`src/rtl/sap_pkg.sv`:
```
// Package for the shelf atlas packer: word types, register map and placement constants.
package sap_pkg;

  localparam int ATLAS_MAX_WIDTH = 4096;
  localparam int MAX_SLOTS       = 8192;

  localparam int TILE_DIM_W = 13;
  localparam int EXTRA_W    = 12;
  localparam int X_W        = 14;
  localparam int Y_W        = 26;
  localparam int COUNT_W    = 14;
  localparam int CFG_IDX_W  = 1;

  localparam logic [TILE_DIM_W-1:0] TILE_WIDTH_RESET  = 13'd48;
  localparam logic [TILE_DIM_W-1:0] TILE_HEIGHT_RESET = 13'd24;

  // Configuration register indexes.
  localparam logic [CFG_IDX_W-1:0] REG_TILE_WIDTH  = 1'd0;
  localparam logic [CFG_IDX_W-1:0] REG_TILE_HEIGHT = 1'd1;

  // Final status codes.
  localparam logic [1:0] STATUS_OK       = 2'd0;
  localparam logic [1:0] STATUS_TOO_MANY = 2'd1;
  localparam logic [1:0] STATUS_EMPTY    = 2'd2;

  typedef struct packed {
    logic [TILE_DIM_W-1:0] tile_width;
    logic [TILE_DIM_W-1:0] tile_height;
  } cfg_t;

  typedef struct packed {
    logic               tile_present;
    logic               has_extra;
    logic [EXTRA_W-1:0] extra_width;
    logic [EXTRA_W-1:0] extra_height;
    logic               last_tile;
  } tile_word_t;

  typedef struct packed {
    logic           placed;
    logic [X_W-1:0] base_x;
    logic [Y_W-1:0] base_y;
    logic           extra_placed;
    logic [X_W-1:0] extra_x;
    logic [Y_W-1:0] extra_y;
    logic           final_result;
    logic [X_W-1:0] atlas_width;
    logic [Y_W-1:0] atlas_height;
    logic [1:0]     status;
  } result_word_t;

endpackage

```
`src/rtl/sap_cfg.sv`:
```
// Configuration registers of the shelf atlas packer: tile width and tile height.
module sap_cfg
  import sap_pkg::*;
(
  input  logic                 clk,
  input  logic                 rst,
  input  logic                 cfg_valid,
  output logic                 cfg_ready,
  input  logic [CFG_IDX_W-1:0] cfg_index,
  input  logic [TILE_DIM_W-1:0] cfg_data,
  output cfg_t                 cfg
);

  assign cfg_ready = 1'b1;

  always_ff @(posedge clk) begin
    if (rst) begin
      cfg.tile_width  <= TILE_WIDTH_RESET;
      cfg.tile_height <= TILE_HEIGHT_RESET;
    end else if (cfg_valid && cfg_ready) begin
      case (cfg_index)
        REG_TILE_WIDTH:  cfg.tile_width  <= cfg_data;
        REG_TILE_HEIGHT: cfg.tile_height <= cfg_data;
        default: ;
      endcase
    end
  end

endmodule

```
`src/rtl/sap_place.sv`:
```
// Shelf placement logic: running cursor state and the result of one tile word.
module sap_place
  import sap_pkg::*;
(
  input  logic         clk,
  input  logic         rst,
  input  cfg_t         cfg,
  input  logic         fire,
  input  tile_word_t   item,
  output result_word_t res
);

  logic [X_W-1:0]        cursor_x,      cursor_x_next;
  logic [Y_W-1:0]        cursor_y,      cursor_y_next;
  logic [TILE_DIM_W-1:0] row_height,    row_height_next;
  logic [X_W-1:0]        widest_extent, widest_extent_next;
  logic [COUNT_W-1:0]    slot_count,    slot_count_next;

  logic [EXTRA_W-1:0]    ew, eh;
  logic                  ew_nz, do_place, wrap;
  logic [X_W:0]          extra_span, pw, span, ext_x, end_x;
  logic [Y_W:0]          wrap_sum, height_sum;
  logic [X_W-1:0]        cx0, cx1;
  logic [Y_W-1:0]        cy0, height;
  logic [TILE_DIM_W-1:0] rh0, ph;

  always_comb begin
    ew    = item.has_extra ? item.extra_width  : '0;
    eh    = item.has_extra ? item.extra_height : '0;
    ew_nz = (ew != '0);

    slot_count_next = (slot_count <= COUNT_W'(MAX_SLOTS)) ? slot_count + 1'b1 : slot_count;
    do_place = item.tile_present && (slot_count_next <= COUNT_W'(MAX_SLOTS));

    extra_span = ew_nz ? (X_W+1)'(ew) + 1'b1 : '0;
    pw         = (X_W+1)'(cfg.tile_width) + 1'b1 + extra_span;
    span       = (X_W+1)'(cursor_x) + pw;
    wrap       = (span > (X_W+1)'(ATLAS_MAX_WIDTH)) && (cursor_x != '0);

    // Wrapping moves down by the row height plus one pixel, saturating.
    wrap_sum = (Y_W+1)'(cursor_y) + (Y_W+1)'(row_height) + 1'b1;
    cx0 = wrap ? '0 : cursor_x;
    cy0 = wrap ? (wrap_sum[Y_W] ? '1 : wrap_sum[Y_W-1:0]) : cursor_y;
    rh0 = wrap ? '0 : row_height;

    ext_x = (X_W+1)'(cx0) + (X_W+1)'(cfg.tile_width) + 1'b1;
    end_x = ext_x + extra_span;
    cx1   = end_x[X_W-1:0];
    ph    = (cfg.tile_height > TILE_DIM_W'(eh)) ? cfg.tile_height : TILE_DIM_W'(eh);

    if (do_place) begin
      cursor_x_next      = cx1;
      cursor_y_next      = cy0;
      row_height_next    = (ph > rh0) ? ph : rh0;
      widest_extent_next = (cx1 > widest_extent) ? cx1 : widest_extent;
    end else begin
      cursor_x_next      = cursor_x;
      cursor_y_next      = cursor_y;
      row_height_next    = row_height;
      widest_extent_next = widest_extent;
    end

    height_sum = (Y_W+1)'(cursor_y_next) + (Y_W+1)'(row_height_next);
    height     = height_sum[Y_W] ? '1 : height_sum[Y_W-1:0];

    res              = '0;
    res.placed       = do_place;
    res.base_x       = do_place ? cx0 : '0;
    res.base_y       = do_place ? cy0 : '0;
    res.extra_placed = do_place && ew_nz;
    res.extra_x      = (do_place && ew_nz) ? ext_x[X_W-1:0] : '0;
    res.extra_y      = (do_place && ew_nz) ? cy0 : '0;
    res.final_result = item.last_tile;
    if (item.last_tile) begin
      if (slot_count_next > COUNT_W'(MAX_SLOTS)) begin
        res.status = STATUS_TOO_MANY;
      end else if (widest_extent_next == '0 || height == '0) begin
        res.status = STATUS_EMPTY;
      end else begin
        res.status       = STATUS_OK;
        res.atlas_width  = widest_extent_next;
        res.atlas_height = height;
      end
    end
  end

  always_ff @(posedge clk) begin
    if (rst) begin
      cursor_x      <= '0;
      cursor_y      <= '0;
      row_height    <= '0;
      widest_extent <= '0;
      slot_count    <= '0;
    end else if (fire) begin
      if (item.last_tile) begin
        cursor_x      <= '0;
        cursor_y      <= '0;
        row_height    <= '0;
        widest_extent <= '0;
        slot_count    <= '0;
      end else begin
        cursor_x      <= cursor_x_next;
        cursor_y      <= cursor_y_next;
        row_height    <= row_height_next;
        widest_extent <= widest_extent_next;
        slot_count    <= slot_count_next;
      end
    end
  end

endmodule

```
`src/rtl/shelf_atlas_packer.sv`:
```
// Shelf atlas packer top level: input register, placement logic and result register.
// A tile word is held in the input register and its result word in the result register.
// Throughput: one tile word per cycle unless result_stall holds a result word.
// Every tile word yields exactly one result word.
// Reset (rst, synchronous) clears the cursors, slot count and both pipeline valids;
// tile width and height return to 48 and 24 and are kept across tile sets.
module shelf_atlas_packer
  import sap_pkg::*;
(
  input  logic                  clk,
  input  logic                  rst,
  input  logic                  tile_valid,
  output logic                  tile_stall,
  input  tile_word_t            tile,
  output logic                  result_valid,
  input  logic                  result_stall,
  output result_word_t          result,
  input  logic                  cfg_valid,
  output logic                  cfg_ready,
  input  logic [CFG_IDX_W-1:0]  cfg_index,
  input  logic [TILE_DIM_W-1:0] cfg_data
);

  cfg_t         cfg;
  tile_word_t   in_q;
  logic         in_q_valid;
  logic         advance;
  logic         fire;
  result_word_t res;

  // The result register moves whenever it is empty or its word is being taken.
  // The input register then hands its word through the placement logic, which
  // also commits the cursor state in the same cycle.
  assign advance    = !result_valid || !result_stall;
  assign fire       = in_q_valid && advance;
  assign tile_stall = in_q_valid && !advance;

  sap_cfg u_cfg (
    .clk       (clk),
    .rst       (rst),
    .cfg_valid (cfg_valid),
    .cfg_ready (cfg_ready),
    .cfg_index (cfg_index),
    .cfg_data  (cfg_data),
    .cfg       (cfg)
  );

  sap_place u_place (
    .clk  (clk),
    .rst  (rst),
    .cfg  (cfg),
    .fire (fire),
    .item (in_q),
    .res  (res)
  );

  // Input register: loads a new word whenever it is empty or draining.
  always_ff @(posedge clk) begin
    if (rst) begin
      in_q_valid <= 1'b0;
    end else if (!tile_stall) begin
      in_q_valid <= tile_valid;
    end
  end

  always_ff @(posedge clk) begin
    if (!tile_stall) begin
      in_q <= tile;
    end
  end

  // Result register: holds its word while the consumer stalls.
  always_ff @(posedge clk) begin
    if (rst) begin
      result_valid <= 1'b0;
    end else if (advance) begin
      result_valid <= in_q_valid;
    end
  end

  always_ff @(posedge clk) begin
    if (fire) begin
      result <= res;
    end
  end

endmodule

```
`config.mk`:
```
export PLATFORM = sky130hd
export DESIGN_NAME = shelf_atlas_packer
export DESIGN_NICKNAME = d
export VERILOG_FILES = /design/src/rtl/sap_pkg.sv /design/src/rtl/sap_cfg.sv /design/src/rtl/sap_place.sv /design/src/rtl/shelf_atlas_packer.sv
export SDC_FILE = /design/constraint.sdc
export NUM_CORES = 1
export LEC_CHECK = 0
export BUFFER_PORTS_ARGS = -buffer_cell sky130_fd_sc_hd__buf_2
export CAP_MARGIN = 10
export CELL_PAD_IN_SITES_DETAIL_PLACEMENT = 0
export CELL_PAD_IN_SITES_GLOBAL_PLACEMENT = 1
export CORE_MARGIN = 8
export CORE_UTILIZATION = 47
export CTS_BUF_LIST = sky130_fd_sc_hd__clkbuf_16
export DETAILED_ROUTE_END_ITERATION = 8
export HOLD_SLACK_MARGIN = 0.02
export PLACE_DENSITY = 0.78
export SLEW_MARGIN = 20
export SYNTH_ARGS = -nofsm -noshare
export SYNTH_HDL_FRONTEND = slang
export SYNTH_HIERARCHICAL = 1
export SYNTH_SLANG_ARGS = --single-unit
```
`constraint.sdc`:
```
create_clock -name clk -period 14.7 [get_ports clk]
set_input_delay 2.94 -clock clk [delete_from_list [all_inputs] [get_ports clk]]
set_output_delay 2.94 -clock clk [all_outputs]
set_load 0.05 [all_outputs]
```
==> impl_metrics.prom, run 1 <==
# TYPE chip_impl_metric gauge
chip_impl_metric{name="post_synth_fa_ha_maj_area_fraction",unit="%"} 9.50
chip_impl_metric{name="wirelength",unit="mm"} 53.6
chip_impl_metric{name="totalNegativeSetupSlack",unit="ns"} 0
chip_impl_metric{name="intPower",unit="mW"} 1.42
chip_impl_info{name="cts-root-buf",value="sky130_fd_sc_hd__clkbuf_16"} 1
chip_impl_metric{name="final.setup_skew",unit="ns"} 0.0114
chip_impl_metric{name="hold-path-cell-count",unit=""} 1
chip_impl_metric{name="dr_total_vias",unit=""} 15100
chip_impl_metric{name="clock.fmax",unit="GHz"} 0.0752
chip_impl_metric{name="num_rows",unit=""} 70
chip_impl_info{name="status",value="finished clean"} 1
chip_impl_metric{name="dieHeight",unit="um"} 209
chip_impl_metric{name="initialDrtViolationCount",unit=""} 1280
chip_impl_metric{name="grt_pass1_vias",unit=""} 14600
chip_impl_metric{name="leakagePower",unit="nW"} 8.01
chip_impl_info{name="synth_top_family_by_area",value="simple AND/OR/NAND/NOR gates"} 1
chip_impl_info{name="synth_top_area_cell",value="sky130_fd_sc_hd__edfxtp_1"} 1
chip_impl_metric{name="max-slew-margin-rel",unit="%"} 27.1
chip_impl_metric{name="timing_worst_slew_pin_value",unit="ns"} 1.09
chip_impl_metric{name="synth_simple_gate_area_share",unit="%"} 20.6
chip_impl_metric{name="synth_top_cell_area_share",unit="%"} 26.1
chip_impl_metric{name="nets",unit=""} 2185
chip_impl_info{name="critPathKind",value="flop to flop"} 1
chip_impl_metric{name="post_syn_instances",unit=""} 1911
chip_impl_metric{name="power.share.clock",unit="%"} 37.7
chip_impl_metric{name="drv_cap",unit=""} 0
chip_impl_info{name="critPathMostFrequentCell",value="sky130_fd_sc_hd__a21o_1"} 1
chip_impl_metric{name="synth-xor-area-share",unit="%"} 3.31
chip_impl_metric{name="detailedRoute.firstPassIterationCount",unit=""} 5
chip_impl_metric{name="placeableCoreArea",unit="sq um"} 36600
chip_impl_metric{name="grt_max_degree",unit=""} 59
chip_impl_metric{name="clk-insertion-delay-late",unit="ns"} 0.57
chip_impl_metric{name="share_of_cells_above_drive_strength_1",unit="%"} 15.0
chip_impl_metric{name="antenna_violations_before_repair",unit=""} 0
chip_impl_info{name="top_area_cells_in_the_synthesized_netlist",value="sky130_fd_sc_hd__edfxtp_1 (26%), sky130_fd_sc_hd__dfxtp_1 (12%), sky130_fd_sc_hd__ha_1 (7.7%)"} 1
chip_impl_metric{name="synth_compound_gate_area_share",unit="%"} 20.1
chip_impl_info{name="timing.hold.worst.class",value="flop to flop"} 1
chip_impl_metric{name="synthesis.area",unit="sq um"} 17500
chip_impl_metric{name="synth.net_count",unit=""} 2079
chip_impl_metric{name="tritoncts_num_sinks",unit=""} 261
chip_impl_metric{name="comb_power_share",unit="%"} 22.1
chip_impl_metric{name="worstPathArrival",unit="ns"} 13.59
chip_impl_metric{name="ios",unit=""} 174
chip_impl_info{name="tritoncts",value="yes"} 1
chip_impl_metric{name="postSynthAreaPerCell",unit="sq um"} 9.14
chip_impl_metric{name="global_placement_routability_congestion",unit=""} 0.930
chip_impl_metric{name="cts-buffers-inserted",unit=""} 30
chip_impl_metric{name="cts-root-to-sink-buffers",unit=""} 3
chip_impl_metric{name="worst_ep_required_time",unit="ns"} 14.99
chip_impl_info{name="crit_path_start_kind",value="flop"} 1
chip_impl_metric{name="power_frac_seq",unit="%"} 40.2
chip_impl_metric{name="crit_path_max_incr_delay",unit="ns"} 0.86
chip_impl_metric{name="postCtsSetupBuffers",unit=""} 0
chip_impl_info{name="top_count_cell_post_synth",value="sky130_fd_sc_hd__nor2_1"} 1
chip_impl_metric{name="post_cts_hold_buffer_count",unit=""} 0
chip_impl_metric{name="fin_hold_ws",unit="ns"} 0.493
chip_impl_metric{name="drc_errors",unit=""} 0
chip_impl_metric{name="post_drt_via_cell_ratio",unit=""} 6.00
chip_impl_metric{name="routedWlPerCell",unit="um"} 21.3
chip_impl_metric{name="total_switching_power",unit="uW"} 636
chip_impl_metric{name="clock_tree.htree_level_count",unit=""} 1
chip_impl_metric{name="share_of_the_cycle_needed_by_the_critical_path_after_routing",unit="%"} 90.5
chip_impl_metric{name="clk_transition_reported_paths",unit="ns"} 0.06
chip_impl_info{name="synth_top_cells_by_count",value="sky130_fd_sc_hd__nor2_1 (222), sky130_fd_sc_hd__edfxtp_1 (152), sky130_fd_sc_hd__nand2_1 (151)"} 1
chip_impl_metric{name="finalHoldViolations",unit=""} 0
chip_impl_metric{name="yosys_warnings",unit=""} 6
chip_impl_metric{name="start_util",unit="%"} 47.7
chip_impl_metric{name="synth.area.mux_share",unit="%"} 3.06
chip_impl_metric{name="grt_remaining_overflow",unit=""} 0
chip_impl_metric{name="synth-seq-area-share",unit="%"} 38.6
chip_impl_metric{name="antenna_nets_post_route",unit=""} 0
chip_impl_info{name="ys_dominant_reg_cell",value="sky130_fd_sc_hd__edfxtp_1"} 1
chip_impl_metric{name="worst-r2r-cell-count",unit=""} 53
chip_impl_metric{name="die_w",unit="um"} 209
chip_impl_metric{name="netlist-cell-type-count",unit=""} 103
chip_impl_metric{name="synth_edf_count",unit=""} 152
chip_impl_info{name="timing.critical_path.to_type",value="flop"} 1
chip_impl_metric{name="switching_share",unit="%"} 31.0
chip_impl_metric{name="final.min_clock_period",unit="ns"} 13.30
chip_impl_metric{name="synth_seq_cells",unit=""} 261
chip_impl_metric{name="place.detailed.hpwl",unit="mm"} 40.2
chip_impl_metric{name="total_routing_usage_reported_by_global_routing",unit="%"} 23.7
chip_impl_metric{name="cts-resized-gates",unit=""} 0
chip_impl_metric{name="finalSetupViolations",unit=""} 0
chip_impl_metric{name="pwr_density_cell",unit="nW/um^2"} 105
chip_impl_metric{name="ir_drop_worst_vdd",unit="uV"} 73.8
chip_impl_metric{name="maxSlewViolCount",unit=""} 0
chip_impl_metric{name="die-area",unit="sq um"} 43600
chip_impl_metric{name="fraction_of_registers_with_async_set_reset",unit="%"} 0
chip_impl_metric{name="io_buffer_count",unit=""} 172
chip_impl_metric{name="timing.critical_path.fanout_max",unit=""} 31
chip_impl_info{name="cp_slowest_cell",value="sky130_fd_sc_hd__edfxtp_1"} 1
chip_impl_metric{name="grt_first_pass_wirelength",unit="mm"} 83.4
chip_impl_metric{name="num_antenna_cells",unit=""} 0
chip_impl_metric{name="area_delta_synth_final",unit="%"} 12.0
chip_impl_info{name="grt_setup_unrepaired",value="false"} 1
==> sequential cells by signal, indices dropped and copies added, names as in the netlist, 13 cells and up <==
signal and cells:
in_q 27, u_place/widest_extent 14, u_place/cursor_y 26, u_cfg/cfg 26
u_place/cursor_x 14, u_place/row_height 13, u_place/slot_count 14, result 125
==> layout make-up <==
type | count | area (sq um)
Tap cell | 468 | 586
Inverter | 77 | 289
Clock buffer | 31 | 776
Fill cell | 3406 | 17100
Clock inverter | 25 | 251
Timing Repair Buffer | 189 | 988
Multi-Input combinational cell | 1458 | 9910
Sequential cell | 261 | 6750
==> placed cells by master (no fill, tap or decap), types with 9 or more instances in the layout <==
cell                          n
sky130_fd_sc_hd__nor2b_1     17
sky130_fd_sc_hd__or3_1       14
sky130_fd_sc_hd__nand3b_1    11
sky130_fd_sc_hd__inv_1       80
sky130_fd_sc_hd__o2bb2ai_1   13
sky130_fd_sc_hd__nand2_1    151
sky130_fd_sc_hd__buf_2      172
sky130_fd_sc_hd__nand4_1     23
sky130_fd_sc_hd__a31oi_1     15
sky130_fd_sc_hd__xnor2_1     42
sky130_fd_sc_hd__and3_1      37
sky130_fd_sc_hd__buf_4       17
sky130_fd_sc_hd__clkbuf_16   31
sky130_fd_sc_hd__and2_1      33
sky130_fd_sc_hd__dfxtp_1    109
sky130_fd_sc_hd__fa_1        15
sky130_fd_sc_hd__a21o_1      44
sky130_fd_sc_hd__or2_2       10
sky130_fd_sc_hd__xor2_1      24
sky130_fd_sc_hd__nor4_1      22
sky130_fd_sc_hd__a22oi_1     53
sky130_fd_sc_hd__nor3_1      37
sky130_fd_sc_hd__o31a_1      15
sky130_fd_sc_hd__a21oi_1    113
sky130_fd_sc_hd__ha_1       107
sky130_fd_sc_hd__o21ai_0     90
sky130_fd_sc_hd__a211oi_1    33
sky130_fd_sc_hd__and4_1       9
sky130_fd_sc_hd__nor2_1     220
sky130_fd_sc_hd__o211ai_1    10
sky130_fd_sc_hd__nand3_1     39
sky130_fd_sc_hd__nor3_2      10
sky130_fd_sc_hd__nand2b_1    43
sky130_fd_sc_hd__o21a_1      19
sky130_fd_sc_hd__edfxtp_1   152
sky130_fd_sc_hd__mux2i_1     44
==> kinds of logic after synthesis <==
| kind of cell | after synthesis |
|---|---|
| other | 1 |
| adders and majority gates | 124 |
| xor gates and xnor gates | 66 |
| muxes | 52 |
| DFF | 261 |
| buffers and inverters | 192 |
| AOI/OAI and AO/OA | 508 |
| and+or+nand+nor | 707 |
==> critical path, delay by kind of cell (launching register included) <==
kind	cells	cell delay, ns
flops	1	0.86
xor+xnor	3	0.61
fa+ha+maj	8	2.60
simple gates	18	4.01
buf+inv	2	0.46
compound gates	22	4.44
==> routing by layer <==
| layer | wire length, um | vias to the layer above | share of wire [%] | global-route usage, % |
|---|---|---|---|---|
| li1 | - | 7253 | - | - |
| met1 | 24200 | 7183 | 45 | 32.5 |
| met2 | 24700 | 536 | 46 | 38.6 |
| met3 | 3400 | 91 | 6.3 | 3.17 |
| met4 | 1230 | 0 | 2.3 | 6.56 |
| met5 | 0 | - | 0 | 0 |
==> metrics by stage <==
step / power (mW) / util [%] / setup slack (ns) / instances / instance area, sq um
floorplan: 1.18 / - / 1.13 / 1911 / 17500
global placement: 1.28 / 50.6 / 1.87 / 2453 / 18500
detailed placement: 1.29 / 50.6 / 1.47 / 2453 / 18500
CTS: 2.07 / 53.4 / 1.39 / 2509 / 19500
global route: 2.14 / 53.4 / 0.522 / 2509 / 19600
finish: 2.05 / 53.4 / 1.40 / 2509 / 19600
==> path summary, 6_finish.rpt <==
path         slack [ns]                                 end                               start
min                0.49  u_place/row_height[0]$_SDFFE_PP0P_  u_place/row_height[0]$_SDFFE_PP0P_
max reg2reg        1.40                 result[4]$_DFFE_PP_                  in_q[25]$_DFFE_PN_
min reg2reg        0.49  u_place/row_height[0]$_SDFFE_PP0P_  u_place/row_height[0]$_SDFFE_PP0P_
max                1.40                 result[4]$_DFFE_PP_                  in_q[25]$_DFFE_PN_
==> power groups by stage <==
stage                     Combinational, mW  Clock (mW)  Sequential [mW]
final                                 0.453       0.773            0.825
after CTS                             0.450       0.792            0.825
after floorplan                       0.281           0            0.896
after global placement                0.444           0            0.840
after detailed placement              0.447           0            0.841
after global routing                  0.491       0.819            0.828
No activity file was read; power rests on OpenSTA's default activity.
==> inputs of run 2 (changes only) <==
- ABC_AREA: not set -> 1
- CORE_UTILIZATION: 47 -> 44
- PLACE_DENSITY: 0.78 -> 0.77
==> run 2 against run 1 <==
Against the previous run:
- die area rose by 5.1%
- via count increased by 3.1%
- clock-buffer cell count shrank 1
- maximum frequency is 6.7% higher
- sequential share of layout area increased by 0.41 points
- sequential cell count stayed put
- non-clock buffer count shrank 3
- first-iteration DRC count is 6.5% lower
- design area decreased by 1.2%
- register-to-register slack better by 0.83 ns
- critical path type unchanged
- largest cell class unchanged
- largest power group unchanged
==> impl_metrics.prom, run 2 <==
# TYPE chip_impl_metric gauge
chip_impl_info{name="r2r-start",value="in_q[25]$_DFFE_PN_"} 1
chip_impl_metric{name="ios",unit=""} 174
chip_impl_info{name="cp_slowest_cell",value="sky130_fd_sc_hd__edfxtp_1"} 1
chip_impl_metric{name="synthesis.area",unit="sq um"} 17300
chip_impl_info{name="synth_top_family_by_area",value="simple AND/OR/NAND/NOR gates"} 1
chip_impl_metric{name="netlist-cell-type-count",unit=""} 46
chip_impl_info{name="grt_setup_unrepaired",value="false"} 1
chip_impl_info{name="hold-path-endpoint",value="u_place/widest_extent[12]$_SDFFE_PP0P_"} 1
chip_impl_metric{name="start_util",unit="%"} 44.6
chip_impl_info{name="status",value="finished clean"} 1
chip_impl_metric{name="worstPathArrival",unit="ns"} 12.76
chip_impl_metric{name="cts-buffers-inserted",unit=""} 29
chip_impl_metric{name="ir_drop_worst_vdd",unit="uV"} 122
chip_impl_metric{name="post_cts_hold_buffer_count",unit=""} 0
chip_impl_metric{name="synth.area.mux_share",unit="%"} 0
chip_impl_info{name="timing.critical_path.to_type",value="flop"} 1
chip_impl_metric{name="place.detailed.hpwl",unit="mm"} 40.5
chip_impl_info{name="reg2reg_to",value="result[30]$_DFFE_PP_"} 1
chip_impl_metric{name="io_buffer_count",unit=""} 172
chip_impl_metric{name="wirelength",unit="mm"} 52.4
chip_impl_metric{name="num_antenna_cells",unit=""} 0
chip_impl_info{name="ys_dominant_reg_cell",value="sky130_fd_sc_hd__edfxtp_1"} 1
chip_impl_metric{name="dr_total_vias",unit=""} 15500
chip_impl_metric{name="synth.net_count",unit=""} 2528
chip_impl_metric{name="largest_register_ff_count",unit=""} 125
chip_impl_metric{name="initialDrtViolationCount",unit=""} 1197
chip_impl_metric{name="regArea",unit="sq um"} 6750
chip_impl_metric{name="totalNegativeSetupSlack",unit="ns"} 0
chip_impl_metric{name="cts-resized-gates",unit=""} 0
chip_impl_metric{name="leakagePower",unit="nW"} 9.01
chip_impl_metric{name="dieHeight",unit="um"} 214
chip_impl_info{name="timing.hold.worst.class",value="flop to flop"} 1
chip_impl_metric{name="crit_path_max_incr_delay",unit="ns"} 0.97
chip_impl_metric{name="synth_simple_gate_area_share",unit="%"} 28.7
chip_impl_metric{name="total_routing_usage_reported_by_global_routing",unit="%"} 22.0
chip_impl_metric{name="fraction_of_registers_with_async_set_reset",unit="%"} 0
chip_impl_metric{name="final.min_clock_period",unit="ns"} 12.47
chip_impl_metric{name="detailedRoute.firstPassIterationCount",unit=""} 6
chip_impl_metric{name="area_of_the_multi_input_gates",unit="sq um"} 8970
chip_impl_metric{name="synth_edf_count",unit=""} 152
chip_impl_metric{name="tritoncts_num_sinks",unit=""} 261
chip_impl_metric{name="drc_errors",unit=""} 0
chip_impl_info{name="regMostFlops",value="result"} 1
chip_impl_info{name="synth_top_cells_by_count",value="sky130_fd_sc_hd__nand2_1 (642), sky130_fd_sc_hd__inv_1 (288), sky130_fd_sc_hd__nor2_1 (286)"} 1
chip_impl_metric{name="synth_compound_gate_area_share",unit="%"} 11.0
chip_impl_metric{name="grt_pass1_vias",unit=""} 15100
chip_impl_metric{name="worst_r2r_setup_slack",unit="ns"} 2.23
chip_impl_metric{name="postCtsSetupBuffers",unit=""} 0
chip_impl_metric{name="clock_tree.htree_level_count",unit=""} 1
chip_impl_metric{name="pwr_density_cell",unit="nW/um^2"} 106
chip_impl_metric{name="max-slew-margin-rel",unit="%"} 34.2
chip_impl_info{name="top_count_cell_post_synth",value="sky130_fd_sc_hd__nand2_1"} 1
chip_impl_metric{name="cts-root-to-sink-buffers",unit=""} 3
chip_impl_metric{name="worst_ep_required_time",unit="ns"} 15.00
chip_impl_metric{name="final_cell_area",unit="sq um"} 19300
chip_impl_metric{name="synth_top_cell_area_share",unit="%"} 26.5
chip_impl_metric{name="num_rows",unit=""} 72
chip_impl_metric{name="antenna_violations_before_repair",unit=""} 0
chip_impl_metric{name="share_of_cells_above_drive_strength_1",unit="%"} 11.1
chip_impl_metric{name="grt_remaining_overflow",unit=""} 0
chip_impl_metric{name="placeableCoreArea",unit="sq um"} 38600
chip_impl_metric{name="yosys_warnings",unit=""} 6
chip_impl_metric{name="synth-seq-area-share",unit="%"} 39.1
chip_impl_metric{name="final.setup_skew",unit="ns"} 0.0198
chip_impl_metric{name="clk_transition_reported_paths",unit="ns"} 0.06
chip_impl_metric{name="nets",unit=""} 2653
chip_impl_metric{name="die-area",unit="sq um"} 45800
chip_impl_metric{name="place_area",unit="sq um"} 18400
chip_impl_metric{name="clk-insertion-delay-late",unit="ns"} 0.56
chip_impl_metric{name="share_of_the_cycle_needed_by_the_critical_path_after_routing",unit="%"} 84.8
chip_impl_info{name="critPathMostFrequentCell",value="sky130_fd_sc_hd__nand2_1"} 1
chip_impl_info{name="cts-root-buf",value="sky130_fd_sc_hd__clkbuf_16"} 1
chip_impl_info{name="mostFrequentLayoutCells",value="sky130_fd_sc_hd__nand2_1 (641), sky130_fd_sc_hd__inv_1 (299), sky130_fd_sc_hd__nor2_1 (283), sky130_fd_sc_hd__buf_2 (172), sky130_fd_sc_hd__a21oi_1 (160)"} 1
chip_impl_metric{name="grt_max_degree",unit=""} 80
chip_impl_metric{name="fillerInstances",unit=""} 3839
chip_impl_metric{name="post_drt_via_cell_ratio",unit=""} 5.13
chip_impl_metric{name="finalHoldViolations",unit=""} 0
chip_impl_metric{name="fin_hold_ws",unit="ns"} 0.470
chip_impl_info{name="synth_top_area_cell",value="sky130_fd_sc_hd__edfxtp_1"} 1
chip_impl_metric{name="drv_cap",unit=""} 0
chip_impl_metric{name="grt_first_pass_wirelength",unit="mm"} 82.5
chip_impl_metric{name="synth-xor-area-share",unit="%"} 2.64
chip_impl_info{name="crit_path_start_kind",value="flop"} 1
chip_impl_info{name="layout.cells.most_common",value="sky130_fd_sc_hd__nand2_1"} 1
chip_impl_metric{name="area_delta_synth_final",unit="%"} 12.0
chip_impl_metric{name="timing.critical_path.fanout_max",unit=""} 31
chip_impl_metric{name="timing_worst_slew_pin_value",unit="ns"} 0.986
chip_impl_metric{name="hold-path-cell-count",unit=""} 2
chip_impl_metric{name="post_synth_fa_ha_maj_area_fraction",unit="%"} 9.50
chip_impl_info{name="critPathKind",value="flop to flop"} 1
chip_impl_metric{name="maxSlewViolCount",unit=""} 0
chip_impl_metric{name="synth_seq_cells",unit=""} 261
chip_impl_metric{name="finalSetupViolations",unit=""} 0
chip_impl_metric{name="global_placement_routability_congestion",unit=""} 0.936
chip_impl_metric{name="postSynthAreaPerCell",unit="sq um"} 7.31
chip_impl_metric{name="antenna_nets_post_route",unit=""} 0
chip_impl_metric{name="routedWlPerCell",unit="um"} 17.3
chip_impl_metric{name="worst-r2r-cell-count",unit=""} 63
chip_impl_info{name="worst_hold_startpoint",value="u_place/widest_extent[12]$_SDFFE_PP0P_"} 1
chip_impl_metric{name="post_syn_instances",unit=""} 2360
chip_impl_metric{name="clock.fmax",unit="GHz"} 0.0802
chip_impl_info{name="largest_registers",value="result x125, in_q x27"} 1
chip_impl_info{name="top_area_cells_in_the_synthesized_netlist",value="sky130_fd_sc_hd__edfxtp_1 (26%), sky130_fd_sc_hd__nand2_1 (14%), sky130_fd_sc_hd__dfxtp_1 (13%)"} 1
chip_impl_info{name="tritoncts",value="yes"} 1
chip_impl_metric{name="die_w",unit="um"} 214
run 2: logic make-up after synthesis:
family,Yosys count
flops,261
buf+inv,385
xor+xnor,52
compound gates,350
simple gates,1189
fa+ha+maj,122
other cells,1
run 2: final cells by class:
cell class / count / share of cell area, %
Inverter: 293 / 5.69
Tap cell: 518 / 3.35
Sequential cell: 261 / 34.9
Clock buffer: 30 / 3.89
Clock inverter: 23 / 0.693
Timing Repair Buffer: 186 / 5.00
Multi-Input combinational cell: 1714 / 46.5
run 2: power by group:
| group | switching, mW | total, mW | internal, mW | leakage [nW] |
|---|---|---|---|---|
| registers | 0.0233 | 0.837 | 0.814 | 2.36 |
| logic | 0.381 | 0.536 | 0.155 | 6.16 |
| clock network | 0.294 | 0.678 | 0.384 | 0.484 |
run 2: how the worst max path moves through the flow:
stage	start	end	slack [ns]	cells past startpoint
3_3_place_gp	in_q[25]$_DFFE_PN_	result[38]$_DFFE_PP_	2.69	61
5_1_grt	in_q[25]$_DFFE_PN_	result[24]$_DFFE_PP_	0.77	61
2_1_floorplan	result_stall	u_place/cursor_x[10]$_SDFFE_PP0P_	3.55	5
3_5_place_dp	in_q[25]$_DFFE_PN_	result[24]$_DFFE_PP_	2.39	63
6_report	in_q[25]$_DFFE_PN_	result[30]$_DFFE_PP_	2.23	63
4_1_cts	in_q[25]$_DFFE_PN_	result[24]$_DFFE_PP_	2.32	63
run 2: routing by layer:
| metal | vias up | part of all wire, % | track usage, % |
|---|---|---|---|
| li1 | 7933 | - | - |
| met1 | 7169 | 45 | 28.5 |
| met2 | 344 | 47 | 38.0 |
| met3 | 86 | 4.4 | 2.71 |
| met4 | 0 | 2.9 | 6.63 |
| met5 | - | 0 | 0 |
run 2: metrics by stage:
step	setup WS, ns	utilization [%]	cells	power, mW
floorplan	3.55	-	2360	1.25
global placement	2.69	47.7	2972	1.39
detailed placement	2.39	47.7	2972	1.39
CTS	2.32	50.0	3025	2.07
global route	0.769	50.0	3025	2.16
finish	2.23	50.0	3025	2.05
run 2: critical path, delay by kind of cell, from the launching register on:
kind            cells  cell delay [ns]
flops               1             0.97
xor+xnor            2             0.49
compound gates      5             0.95
buf+inv            13             1.71
simple gates       37             5.91
fa+ha+maj           6             2.14
==> inputs of run 3 (changes only) <==
- clock period: 14.7 -> 11.5 ns (I/O delays scaled with it)
==> run 3 against run 2 <==
Against the previous run:
- non-clock buffer count increased by 10
- sequential cell count stayed put
- global-route usage grew 1.0 points
- register-to-register slack got worse by 1.1 ns
- sequential power is 28% higher
- critical path depth rose by 4
- clock power up 38%
- core utilization up 0.46 points
- setup slack worse by 1.1 ns
- sequential share of layout area decreased by 0.32 points
- critical path type unchanged
- largest cell class unchanged
==> impl_metrics.prom, run 3 (synthesis gave the netlist of run 2 again) <==
# TYPE chip_impl_metric gauge
chip_impl_info{name="status",value="finished clean"} 1
chip_impl_metric{name="global_placement_routability_congestion",unit=""} 0.926
chip_impl_metric{name="final.min_clock_period",unit="ns"} 10.39
chip_impl_metric{name="post_drt_via_cell_ratio",unit=""} 5.20
chip_impl_metric{name="max-slew-margin-rel",unit="%"} 31.0
chip_impl_metric{name="place_area",unit="sq um"} 18500
chip_impl_metric{name="placeableCoreArea",unit="sq um"} 38600
chip_impl_metric{name="tritoncts_num_sinks",unit=""} 261
chip_impl_metric{name="use_met3",unit="%"} 3.54
chip_impl_metric{name="initialDrtViolationCount",unit=""} 1023
chip_impl_metric{name="fillerInstances",unit=""} 3958
chip_impl_metric{name="antenna_nets_post_route",unit=""} 0
chip_impl_metric{name="final.setup_skew",unit="ns"} 0.0175
chip_impl_info{name="layout.cells.most_common",value="sky130_fd_sc_hd__nand2_1"} 1
chip_impl_metric{name="share_of_cells_above_drive_strength_1",unit="%"} 11.7
chip_impl_metric{name="timing_worst_slew_pin_value",unit="ns"} 1.02
chip_impl_metric{name="dieHeight",unit="um"} 214
chip_impl_metric{name="maxSlewViolCount",unit=""} 0
chip_impl_metric{name="detailedRoute.firstPassIterationCount",unit=""} 7
chip_impl_metric{name="drc_errors",unit=""} 0
chip_impl_info{name="mostFrequentLayoutCells",value="sky130_fd_sc_hd__nand2_1 (641), sky130_fd_sc_hd__inv_1 (293), sky130_fd_sc_hd__nor2_1 (283), sky130_fd_sc_hd__buf_2 (172), sky130_fd_sc_hd__a21oi_1 (160)"} 1
chip_impl_metric{name="die-area",unit="sq um"} 45800
chip_impl_info{name="r2r-start",value="in_q[25]$_DFFE_PN_"} 1
chip_impl_metric{name="ios",unit=""} 174
chip_impl_metric{name="grt_max_degree",unit=""} 70
chip_impl_metric{name="final_cell_area",unit="sq um"} 19500
chip_impl_info{name="cp_slowest_cell",value="sky130_fd_sc_hd__fa_1"} 1
chip_impl_info{name="timing.hold.worst.class",value="flop to flop"} 1
chip_impl_metric{name="leakagePower",unit="nW"} 9.06
chip_impl_metric{name="grtUsageMet1",unit="%"} 29.6
chip_impl_metric{name="io_buffer_count",unit=""} 172
chip_impl_metric{name="cts-buffers-inserted",unit=""} 30
chip_impl_metric{name="cts-root-to-sink-buffers",unit=""} 3
chip_impl_metric{name="finalHoldViolations",unit=""} 0
chip_impl_metric{name="drv_cap",unit=""} 0
chip_impl_metric{name="post_cts_hold_buffer_count",unit=""} 0
chip_impl_metric{name="grt_first_pass_wirelength",unit="mm"} 85.3
chip_impl_metric{name="worstPathArrival",unit="ns"} 10.82
chip_impl_metric{name="crit_path_max_incr_delay",unit="ns"} 0.56
chip_impl_metric{name="wirelength",unit="mm"} 54.7
chip_impl_metric{name="largest_register_ff_count",unit=""} 125
chip_impl_info{name="busiest_layer",value="met2"} 1
chip_impl_info{name="critPathKind",value="flop to flop"} 1
chip_impl_metric{name="share_of_the_cycle_needed_by_the_critical_path_after_routing",unit="%"} 90.4
chip_impl_metric{name="pwr_density_cell",unit="nW/um^2"} 139
chip_impl_info{name="crit_path_start_kind",value="flop"} 1
chip_impl_metric{name="clock.fmax",unit="GHz"} 0.0962
chip_impl_metric{name="finalSetupViolations",unit=""} 0
chip_impl_metric{name="worst_r2r_setup_slack",unit="ns"} 1.11
chip_impl_info{name="tritoncts",value="yes"} 1
chip_impl_metric{name="worst-r2r-cell-count",unit=""} 67
chip_impl_metric{name="area_delta_synth_final",unit="%"} 13.0
chip_impl_metric{name="ir_drop_worst_vdd",unit="uV"} 135
chip_impl_metric{name="dr_total_vias",unit=""} 15800
chip_impl_metric{name="die_w",unit="um"} 214
chip_impl_metric{name="routedWlPerCell",unit="um"} 18.0
chip_impl_metric{name="timing.critical_path.fanout_max",unit=""} 40
chip_impl_metric{name="totalNegativeSetupSlack",unit="ns"} 0
chip_impl_metric{name="start_util",unit="%"} 44.6
chip_impl_metric{name="clock_tree.htree_level_count",unit=""} 1
chip_impl_info{name="cts-root-buf",value="sky130_fd_sc_hd__clkbuf_16"} 1
chip_impl_metric{name="grt_remaining_overflow",unit=""} 0
chip_impl_metric{name="clk-insertion-delay-late",unit="ns"} 0.58
chip_impl_info{name="reg2reg_to",value="result[12]$_DFFE_PP_"} 1
chip_impl_info{name="critPathMostFrequentCell",value="sky130_fd_sc_hd__nand2_1"} 1
chip_impl_metric{name="hold-path-cell-count",unit=""} 2
chip_impl_metric{name="antenna_violations_before_repair",unit=""} 2
chip_impl_metric{name="nets",unit=""} 2664
chip_impl_metric{name="clk_transition_reported_paths",unit="ns"} 0.06
chip_impl_info{name="hold-path-endpoint",value="u_place/widest_extent[10]$_SDFFE_PP0P_"} 1
chip_impl_metric{name="gr-usage-met2",unit="%"} 38.9
chip_impl_metric{name="worst_ep_required_time",unit="ns"} 11.92
chip_impl_metric{name="num_rows",unit=""} 72
chip_impl_info{name="worst_hold_startpoint",value="u_place/widest_extent[10]$_SDFFE_PP0P_"} 1
chip_impl_metric{name="place.detailed.hpwl",unit="mm"} 42.3
chip_impl_info{name="largest_registers",value="result x125, in_q x27"} 1
chip_impl_metric{name="fin_hold_ws",unit="ns"} 0.470
chip_impl_metric{name="grt_pass1_vias",unit=""} 15500
chip_impl_info{name="regMostFlops",value="result"} 1
chip_impl_info{name="grt_setup_unrepaired",value="false"} 1
chip_impl_info{name="timing.critical_path.to_type",value="flop"} 1
chip_impl_metric{name="total_routing_usage_reported_by_global_routing",unit="%"} 23.0
run 3: cell count changes in the layout (fill, tap and decap cells not counted), moves of 2 or more:
cell,previous run,this run
sky130_fd_sc_hd__o21ai_1,11,13
sky130_fd_sc_hd__buf_4,14,22
sky130_fd_sc_hd__clkinv_4,3,1
sky130_fd_sc_hd__clkinvlp_4,0,2
sky130_fd_sc_hd__clkbuf_16,30,32
sky130_fd_sc_hd__inv_1,299,293
sky130_fd_sc_hd__o21ai_0,117,115
sky130_fd_sc_hd__clkinv_1,2,9
run 3: worst max path at each step:
stage | endpoint | slack [ns] | cells past startpoint | start
detailed placement | result[23]$_DFFE_PP_ | 0.59 | 63 | in_q[25]$_DFFE_PN_
global placement | result[8]$_DFFE_PP_ | 0.77 | 61 | in_q[25]$_DFFE_PN_
CTS | result[23]$_DFFE_PP_ | 0.55 | 63 | in_q[25]$_DFFE_PN_
floorplan | u_place/cursor_x[10]$_SDFFE_PP0P_ | 0.99 | 5 | result_stall
finish | result[12]$_DFFE_PP_ | 1.11 | 67 | in_q[25]$_DFFE_PN_
global route | result[23]$_DFFE_PP_ | 0.03 | 67 | in_q[25]$_DFFE_PN_
run 3: routing by layer:
layer,part of all wire [%],up-vias
li1,-,7958
met1,45,7357
met2,47,395
met3,5.1,97
met4,3.5,0
met5,0,-
run 3: timing repair:
action,in CTS,in global routing
hold endpoints to repair,0,0
setup buffers,0,6
setup endpoints to repair,0,41
gates resized for setup,0,7
run 3: area by class of cell:
class / count / area, sq um / area share, %
sequential: 261 / 6750 / 34.6
multi-input combinational: 1714 / 9000 / 46.1
tap: 518 / 648 / 3.32
clock buffer: 32 / 801 / 4.11
antenna: 1 / 2.50 / 0.0128
timing repair buffer: 196 / 1040 / 5.35
inverter: 293 / 1100 / 5.64
clock inverter: 24 / 160 / 0.821
run 3: power by group:
part | internal (mW) | switching [mW] | total, mW
clock | 0.542 | 0.397 | 0.939
sequential | 1.04 | 0.0300 | 1.07
combinational | 0.203 | 0.490 | 0.693
run 3: per-stage QoR:
stage	cells	power [mW]	utilization (%)	setup slack (ns)
2_1_floorplan	2360	1.59	-	0.993
3_3_place_gp	2976	1.77	47.8	0.770
3_5_place_dp	2976	1.78	47.8	0.592
4_1_cts	3032	2.72	50.3	0.553
5_1_grt	3038	2.84	50.4	0.0333
6_report	3039	2.70	50.4	1.11
run 3: critical path, delay by kind of cell (launching register included):
| kind | cells | cell delay (ns) |
|---|---|---|
| AO/OA/AOI/OAI | 9 | 1.52 |
| AND/OR/NAND/NOR | 41 | 4.66 |
| adder cells (fa/ha/maj) | 5 | 1.88 |
| buffers and inverters | 12 | 1.66 |
| flip-flops | 1 | 0.47 |
